$ cat config.mk
export PLATFORM = sky130hd
export DESIGN_NAME = button_debounce_hold
export DESIGN_NICKNAME = d
export VERILOG_FILES = /design/src/rtl/bdh_pkg.sv /design/src/rtl/button_debounce_hold.sv /design/src/rtl/bdh_update.sv
export SDC_FILE = /design/constraint.sdc
export NUM_CORES = 1
export LEC_CHECK = 0
export ABC_CLOCK_PERIOD_IN_PS = 10020
export BUFFER_PORTS_ARGS = -buffer_cell sky130_fd_sc_hd__buf_4
export CORE_MARGIN = 4
export CORE_UTILIZATION = 30
export CTS_BUF_LIST = sky130_fd_sc_hd__clkbuf_8
export CTS_CLUSTER_SIZE = 12
export DETAILED_ROUTE_END_ITERATION = 16
export PLACE_DENSITY = 0.56
export RECOVER_POWER = 50
export SLEW_MARGIN = 10
export SYNTH_ARGS = -nofsm -noshare
export SYNTH_HDL_FRONTEND = slang
export SYNTH_HIERARCHICAL = 1
export SYNTH_SLANG_ARGS = --single-unit
$ cat constraint.sdc
create_clock -name clk -period 10.02 [get_ports clk]
set_input_delay 1.002 -clock clk [delete_from_list [all_inputs] [get_ports clk]]
set_output_delay 1.002 -clock clk [all_outputs]
set_load 0.02 [all_outputs]
$ cat src/rtl/bdh_pkg.sv
// Shared types and constants for the button debounce and hold block.
package bdh_pkg;

  localparam int unsigned STAMP_W = 32;
  localparam int unsigned DEB_W   = 8;
  localparam int unsigned SUS_W   = 16;
  localparam int unsigned CFG_W   = 16;
  localparam int unsigned IDX_W   = 2;

  localparam logic [DEB_W-1:0] DEBOUNCE_RST = 8'd20;
  localparam logic [SUS_W-1:0] SUSTAIN_RST  = 16'd1000;

  typedef enum logic [IDX_W-1:0] {
    REG_INVERT    = 2'd0,
    REG_DEBOUNCE  = 2'd1,
    REG_SUSTAIN   = 2'd2
  } cfg_idx_t;

  typedef enum logic [1:0] {
    PH_RELEASED  = 2'd0,
    PH_PRESSED   = 2'd1,
    PH_SUSTAINED = 2'd2
  } phase_t;

  typedef struct packed {
    logic                invert_level;
    logic [DEB_W-1:0]    debounce_ms;
    logic [SUS_W-1:0]    sustain_ms;
  } cfg_t;

  typedef struct packed {
    logic                last_level;
    logic [STAMP_W-1:0]  change_stamp;
    logic                pending;
    phase_t              phase;
  } state_t;

  typedef struct packed {
    logic   press;
    logic   release_ev;
    logic   hold;
    logic   change;
    phase_t phase;
  } result_t;

endpackage

$ cat src/rtl/button_debounce_hold.sv
// Top level: push-button debouncer with hold repeat, state and output buffering.
//
// Each input beat is one poll of a button pin: in_raw_level and a wrapping
// millisecond timestamp in_now_ms. Each accepted poll yields exactly one
// output beat carrying press, release, hold and change flags plus the
// button phase after that poll (0 released, 1 pressed, 2 sustained).
// A beat moves when valid is high and stall is low on its channel.
//
// One subtract and a few compares run in the cycle the poll is accepted, and
// the result is registered into the output or skid register. The block takes
// one poll per cycle while in_stall is low, updating its state on each poll.
//
// A two-entry output buffer (output register plus skid register) lets a
// poll be taken while a result waits. in_stall rises only once both hold
// a result; beats are never dropped or reordered.
//
// Synchronous reset (rst_n low) clears the buffers and returns the state to
// released, level high, nothing pending, and the registers to their
// defaults (active-low wiring, 20 ms debounce, 1000 ms sustain).
// Configuration writes of zero to either interval are ignored.
module button_debounce_hold import bdh_pkg::*; (
  input  logic                clk,
  input  logic                rst_n,
  // configuration
  input  logic                cfg_we,
  input  logic [IDX_W-1:0]    cfg_index,
  input  logic [CFG_W-1:0]    cfg_wdata,
  // poll channel
  input  logic                in_valid,
  output logic                in_stall,
  input  logic                in_raw_level,
  input  logic [STAMP_W-1:0]  in_now_ms,
  // result channel
  output logic                out_valid,
  input  logic                out_stall,
  output logic                out_press_event,
  output logic                out_release_event,
  output logic                out_hold_event,
  output logic                out_change_event,
  output logic [1:0]          out_button_phase
);

  cfg_t    cfg_r, cfg_nxt;
  state_t  st_r, st_nxt;
  result_t res;
  result_t main_r, main_nxt;
  result_t skid_r, skid_nxt;
  logic    main_valid_r, main_valid_nxt;
  logic    skid_valid_r, skid_valid_nxt;
  logic    in_fire;
  logic    out_fire;

  // Register file; zero intervals are rejected.
  always_comb begin
    cfg_nxt = cfg_r;
    if (cfg_we) begin
      unique case (cfg_index)
        REG_INVERT: cfg_nxt.invert_level = cfg_wdata[0];
        REG_DEBOUNCE: begin
          if (cfg_wdata[DEB_W-1:0] != '0) cfg_nxt.debounce_ms = cfg_wdata[DEB_W-1:0];
        end
        REG_SUSTAIN: begin
          if (cfg_wdata[SUS_W-1:0] != '0) cfg_nxt.sustain_ms = cfg_wdata[SUS_W-1:0];
        end
        default: cfg_nxt = cfg_r;
      endcase
    end
  end

  bdh_update u_update (
    .cfg       (cfg_r),
    .cur       (st_r),
    .raw_level (in_raw_level),
    .now_ms    (in_now_ms),
    .nxt       (st_nxt),
    .res       (res)
  );

  assign in_stall = skid_valid_r;
  assign in_fire  = in_valid && !in_stall;
  assign out_fire = main_valid_r && !out_stall;

  // Output buffer: refill the output register from skid first, else from
  // the new poll; park the new poll in skid while the output is held.
  always_comb begin
    main_nxt       = main_r;
    main_valid_nxt = main_valid_r;
    skid_nxt       = skid_r;
    skid_valid_nxt = skid_valid_r;
    if (out_fire || !main_valid_r) begin
      if (skid_valid_r) begin
        main_nxt       = skid_r;
        main_valid_nxt = 1'b1;
        skid_valid_nxt = 1'b0;
      end else begin
        main_nxt       = res;
        main_valid_nxt = in_fire;
      end
    end else if (in_fire) begin
      skid_nxt       = res;
      skid_valid_nxt = 1'b1;
    end
  end

  always_ff @(posedge clk) begin
    if (!rst_n) begin
      cfg_r.invert_level <= 1'b0;
      cfg_r.debounce_ms  <= DEBOUNCE_RST;
      cfg_r.sustain_ms   <= SUSTAIN_RST;
      st_r.last_level    <= 1'b1;
      st_r.change_stamp  <= '0;
      st_r.pending       <= 1'b0;
      st_r.phase         <= PH_RELEASED;
      main_valid_r       <= 1'b0;
      skid_valid_r       <= 1'b0;
    end else begin
      cfg_r        <= cfg_nxt;
      main_valid_r <= main_valid_nxt;
      skid_valid_r <= skid_valid_nxt;
      // advance the poll state only on an accepted beat
      if (in_fire) begin
        st_r <= st_nxt;
      end
    end
  end

  // payload registers: no reset needed
  always_ff @(posedge clk) begin
    main_r <= main_nxt;
    skid_r <= skid_nxt;
  end

  assign out_valid         = main_valid_r;
  assign out_press_event   = main_r.press;
  assign out_release_event = main_r.release_ev;
  assign out_hold_event    = main_r.hold;
  assign out_change_event  = main_r.change;
  assign out_button_phase  = main_r.phase;

  // Skid entry only fills behind a held output register.
  a_skid_behind_main: assert property (@(posedge clk) disable iff (!rst_n)
    skid_valid_r |-> main_valid_r)
    else $error("skid holds a beat while the output register is empty");

  // A change flag goes with exactly one of press or release.
  a_change_flags: assert property (@(posedge clk) disable iff (!rst_n)
    out_valid |-> (out_change_event == (out_press_event ^ out_release_event)) &&
                  !(out_press_event && out_release_event))
    else $error("change flag inconsistent with press/release");

  // A release never carries a hold and leaves the phase released.
  a_release_phase: assert property (@(posedge clk) disable iff (!rst_n)
    (out_valid && out_release_event) |->
      (!out_hold_event && out_button_phase == PH_RELEASED))
    else $error("release beat with hold or wrong phase");

  // A result that is stalled must hold across the next edge.
  a_hold_stalled: assert property (@(posedge clk) disable iff (!rst_n)
    (out_valid && out_stall) |=> (out_valid && $stable(main_r)))
    else $error("stalled result changed");

endmodule

$ cat src/rtl/bdh_update.sv
// Per-poll state update: level compare, elapsed-time checks and event decode.
module bdh_update import bdh_pkg::*; (
  input  cfg_t                cfg,
  input  state_t              cur,
  input  logic                raw_level,
  input  logic [STAMP_W-1:0]  now_ms,
  output state_t              nxt,
  output result_t             res
);

  logic               level;
  logic               changed;
  logic [STAMP_W-1:0] elapsed;
  logic               hold;
  logic               dispatch;
  phase_t             ph;

  always_comb begin
    level    = raw_level ^ cfg.invert_level;
    changed  = (level != cur.last_level);
    elapsed  = now_ms - cur.change_stamp;
    hold     = !changed && (cur.phase != PH_RELEASED) &&
               (elapsed >= STAMP_W'(cfg.sustain_ms));
    // A level change or a hold restarts the timer, and debounce_ms is never
    // zero, so the debounce test can only pass on an untouched timer.
    dispatch = !changed && !hold && cur.pending &&
               (elapsed >= STAMP_W'(cfg.debounce_ms));

    ph = hold ? PH_SUSTAINED : cur.phase;
    if (dispatch) begin
      ph = level ? PH_RELEASED : PH_PRESSED;
    end

    nxt.last_level   = level;
    nxt.change_stamp = (changed || hold) ? now_ms : cur.change_stamp;
    nxt.pending      = changed ? 1'b1 : (dispatch ? 1'b0 : cur.pending);
    nxt.phase        = ph;

    res.press      = dispatch && !level;
    res.release_ev = dispatch && level;
    res.hold       = hold;
    res.change     = dispatch;
    res.phase      = ph;
  end

endmodule

Yosys cells after proc, flatten, opt, wreduce, memory -nomap -nowiden
Cells that the tools add are included.
Word-level totals
  register bits after elaboration: 75
  output and inout port bits: 8
  logic and storage cells: 64
  input bits: 56
Operators by class
  reductions and logical operators: 29
  $add $sub $neg: 1
  equal/unequal tests: 3
  magnitude comparators: 2
  bitwise logic cells: 3
  muxes and demuxes: 7
Operators with widths (count)
  $ge A32 B16 Y1: 1
  $ge A32 B8 Y1: 1
  $sub A32 B32 Y32: 1
  $reduce_bool A16 Y1: 1
  $logic_and A1 B1 Y1: 9
  $reduce_and A2 Y1: 4
  $reduce_bool A8 Y1: 1
  $logic_not A1 Y1: 6
  $mux W6: 1
  $reduce_and A3 Y1: 2
  $mux W1: 4
  $mux W2: 2
  $reduce_bool A2 Y1: 2
  $eq A2 B1 Y1 const B: 1
  $eq A2 B2 Y1 const B: 1
  $logic_not A2 Y1: 1
  $logic_or A1 B1 Y1: 2
  $not A1 Y1: 2
  $reduce_or A2 Y1: 1
  $ne A1 B1 Y1: 1
  $xor A1 B1 Y1: 1

Logic depth before layout (Yosys ltp)
  word-level depth: 11
  mapped depth: 21
  gate-level depth less buffers: 19

Modules after synthesis
The synthesis kept the hierarchy.
Modules (own cells, without submodules)
  bdh_update: cells each 470, instances 1, area an instance 3577.2 um2, seq. area each 0.0 um2
  button_debounce_hold: cells each 290, instances 1, area an instance 2885.3 um2, seq. area each 1621.6 um2

Worst setup path before layout
OpenSTA, ideal clock, no wires.
  path type: in2reg
  start: in in_now_ms[0]
  end: reg main_r, in the netlist out_button_phase[0] (data pin)
  cell stages on the path: 19
  required time: 9760 ps
  path slack: 5392 ps
  arrival: 4368 ps
  buffers on the path: 1
  setup time: 260 ps
  cells stage by stage: inv_1 > ha_1 > fa_1 > nor2b_4 > o211ai_2 > a21oi_4 > o21bai_1 > nand2_1 > xor2_1 > ha_1 > a21o_1 > a22o_1 > o31ai_1 > o211ai_1 > o32ai_2 > nand3_1 > mux2i_1 > buf_4 > mux2_2
RTL lines
  start, declared: RTL line button_debounce_hold.sv:32  | input logic [STAMP_W-1:0] in_now_ms,
  end signal, assigned: RTL line button_debounce_hold.sv:129  | main_r <= main_nxt;
  end, declared: RTL line button_debounce_hold.sv:46  | result_t main_r, main_nxt;

Worst setup path after layout
  start: in in_now_ms[0]
  end: reg st_r[34] in the netlist's numbering
Between the ends
  word-level cells in the longest chain between the ends: 5
Ends and longest elaborated chain
  $sub A32 B32 Y32: RTL line bdh_update.sv:21  | elapsed = now_ms - cur.change_stamp;
  $ge A32 B16 Y1: RTL line bdh_update.sv:23  | (elapsed >= STAMP_W'(cfg.sustain_ms));
  $logic_and A1 B1 Y1: RTL line bdh_update.sv:22  | hold = !changed && (cur.phase != PH_RELEASED) &&
  $logic_or A1 B1 Y1: RTL line bdh_update.sv:35  | nxt.change_stamp = (changed || hold) ? now_ms : cur.change_stamp;
  $reduce_and A2 Y1 (no source line)
  end signal, assigned: RTL line button_debounce_hold.sv:122  | st_r <= st_nxt;
  end, declared: RTL line button_debounce_hold.sv:44  | state_t st_r, st_nxt;
No other way between the ends.
A chain may end at the register's enable or synchronous reset.

==> impl_metrics.csv <==
group,metric,value,unit
die,ios,64,
global_routing,grt_overflow,0,
clock_network,root_buffer,"clkbuf_8",
pwr,power_leakage,2.86,nW
sta,final-setup-viol-count,0,
die,start_util,0.306,
yosys,synth_area_leader_cell,"dfxtp_1",
sta,grt_setup_unrepaired,"no",
yosys,synth_area_leaders,"dfxtp_1, ha_1, nand2_1, mux2_4, edfxtp_1",
critical_path,ff2ff_path_depth,18,
critical_path,crit_type,"input port to flip-flop",
yosys,avgSynthCellArea,8.50,sq um
drt,postRouteAntennaNets,0,
final_layout,antenna_cells,0,
clock_network,h-tree-depth,3,
final_layout,register_area,1620,sq um
clock_network,cts_buffer_depth,2,
drt,detail_route.wl_per_cell,14.4,um
yosys,ys_seq_area_frac,0.251,
drt,drt_first_pass_iters,5,
place,dpl_cell_area,6970,sq um
sta,setup_tns,0,ps
place,gp_congestion,0.846,
pwr,peakVddDrop,0.0677,mV
final_layout,final_util,0.339,
sta,hold_viol_final,0,
final_layout,final_cell_mix,"nand2_1, inv_1, dfxtp_1, ha_1, buf_4",
pwr,seqPwrFrac,0.351,
global_routing,antenna_found_initial,0,
pwr,power.switching,326,uW
critical_path,r2r-start,"st_r[3]",
clock_network,cts_tree,"yes",
critical_path,reg2reg_to,"st_r[34]",
place,detailed_place_hpwl,11700,um
critical_path,critical_path_arrival,5510,ps
die,fp.dieH,155,um
outcome,violations,"max-capacitance violations, max-slew violations",
yosys,synth_top_area_share,0.195,
die,coreArea,21100,sq um
yosys,synthCells,760,
pwr,clockPowerShare,0.280,
critical_path,cp_max_fo,32,
place,port_buffers,63,
sta,fmaxAchievable,191,MHz
yosys,ys_warn_count,6,
sta,drv_slew,118,
critical_path,worst_setup_path_start_kind,"input port",
pwr,p_int,622,uW
critical_path,worstSetupEndpoint,"st_r[34]",
sta,period_needed,5250,ps
clock_network,clk_latency,380,ps
die,num_rows,53,
sta,finClkSkew,16.4,ps
global_routing,grt_pass1_wl,25500,um
clock_network,hold_buffers,0,
critical_path,cp-end-kind,"flip-flop",
critical_path,startpoint,"in_now_ms[0]",
pwr,comb_power_share,0.369,
die,die_area,24000,sq um
critical_path,worstPathRequired,10280,ps
drt,vias_per_cell,4.98,
drt,vias,5351,
sta,min_period_over_period,0.524,
pwr,switching_share,0.344,
global_routing,grt_pass1_vias,5131,
yosys,synth_ff_type,"dfxtp_1",
yosys,synth_edf_count,12,
clock_network,cts_setup_buffers,0,
pwr,p_per_area,133,nW/um^2
final_layout,finalInstanceArea,7150,sq um
drt,dr.first_iter.drc_count,224,
clock_network,path_clk_slew,90,ps
min_path,min-delay-start,"cfg_r[13]",
yosys,synth.cell_area,6460,sq um
yosys,syn_nets,872,
final_layout,drive_gt1_frac,0.168,
sta,tightest_slew,2960,ps
drt,totalWireLength,15500,um
die,die_w,155,um
critical_path,r2r_slack,5160,ps
outcome,status,"complete, but fails checks",
global_routing,grt.total_usage,0.129,
clock_network,cts_sinks,75,
final_layout,final_common_cell,"nand2_1",
yosys,ys_ff_latch,75,
global_routing,grt_max_degree,80,
yosys,synthArstFlopShare,0,
flow_run,drv_cap,2,
clock_network,cts_resized,0,
clock_network,cts_buffers,9,
final_layout,fillers,2279,
final_layout,multi_input_area,4270,sq um
yosys,yosysUniqueCellTypes,83,
drt,drc,0,
min_path,hp-class,"flip-flop to flip-flop",
final_layout,area_growth,10.6,%
final_layout,finalNetCount,907,
sta,relSlewSlack,-0.975,
## power by group through the flow
stage / sequential [mW] / clock, mW / combinational (mW)
floorplan: 0.341 / 0 / 0.280
global placement: 0.339 / 0 / 0.348
detailed placement: 0.340 / 0 / 0.350
CTS: 0.333 / 0.278 / 0.353
global route: 0.335 / 0.286 / 0.390
finish: 0.333 / 0.265 / 0.350
## area by class of cell
cell class	instances	area share
multi-input cells	579	0.598
clock buffers	9	0.0173
well taps	275	0.0482
flip-flops and latches	75	0.227
clock inverters	7	0.0130
inverters	65	0.0341
repair buffers	65	0.0625
## cell families (layout without fill, tap and decap cells)
family | after synthesis | count (layout) | share of synthesized area
and+or+nand+nor | 256 | 256 | 0.198
AOI/OAI and AO/OA | 179 | 179 | 0.196
buffers and inverters | 106 | 146 | 0.0885
DFF | 75 | 75 | 0.251
muxes | 68 | 68 | 0.130
adders and majority gates | 56 | 56 | 0.110
xor gates and xnor gates | 20 | 20 | 0.0271
## cell usage after synthesis, drive strengths merged, types with 5 or more instances
| master | n |
|---|---|
| xor2 | 8 |
| mux2 | 40 |
| nor3 | 10 |
| buf | 22 |
| o211ai | 5 |
| a21o | 15 |
| nor2 | 23 |
| o21ai | 25 |
| and2 | 5 |
| mux2i | 28 |
| nand4 | 16 |
| nor3b | 5 |
| o21a | 9 |
| a21oi | 44 |
| a21boi | 39 |
| edfxtp | 12 |
| dfxtp | 63 |
| nand2 | 126 |
| nor4 | 7 |
| xnor2 | 12 |
| inv | 65 |
| nand3 | 10 |
| nor2b | 23 |
| nand2b | 5 |
| clkbuf | 19 |
| ha | 55 |
## critical path: stages
cell	delay [ps]
buf_4	80
inv_1	30
ha_1	200
fa_1	440
nor2b_4	150
o211ai_2	130
a21oi_4	230
o21bai_1	110
nand2_1	90
xor2_1	200
ha_1	280
a21o_1	180
a22o_1	230
o31ai_1	210
o211ai_1	150
o32ai_2	290
and2b_2	940
mux2_2	420
nand2_1	50
a21boi_0	70
## flip-flops by register name, indices dropped and copies added, names as in the netlist
| register | count |
|---|---|
| cfg_r | 25 |
| in_stall | 1 |
| out_button_phase | 2 |
| out_change_event | 1 |
| out_hold_event | 1 |
| out_press_event | 1 |
| out_release_event | 1 |
| out_valid | 1 |
| skid_r | 6 |
| st_r | 36 |
## metrics by stage
step | setup WS [ps] | total power [mW] | instances | hold slack, ps
after detailed placement | 4350 | 0.690 | 1059 | 448
after global routing | 4460 | 1.01 | 1075 | 491
after floorplan | 5390 | 0.620 | 760 | 435
after global placement | 4490 | 0.688 | 1059 | 444
after CTS | 4770 | 0.964 | 1075 | 464
final | 4770 | 0.948 | 1075 | 460
## layer usage
layer  global-route usage  share of wire  vias to the layer above
li1                     -              -                     2751
met1                0.175           0.50                     2503
met2                0.212           0.46                       86
met3               0.0246          0.031                       11
met4               0.0324          0.011                        0
met5                    0              0                        -
## worst min path at each step
stage	endpoint	slack [ps]	depth (start not counted)
after floorplan	cfg_r[10]	430	2
after global placement	cfg_r[2]	440	2
after detailed placement	cfg_r[15]	450	2
after CTS	cfg_r[15]	460	2
after global routing	cfg_r[13]	490	2
final	cfg_r[13]	460	2
(Power assumes the default switching activity.)
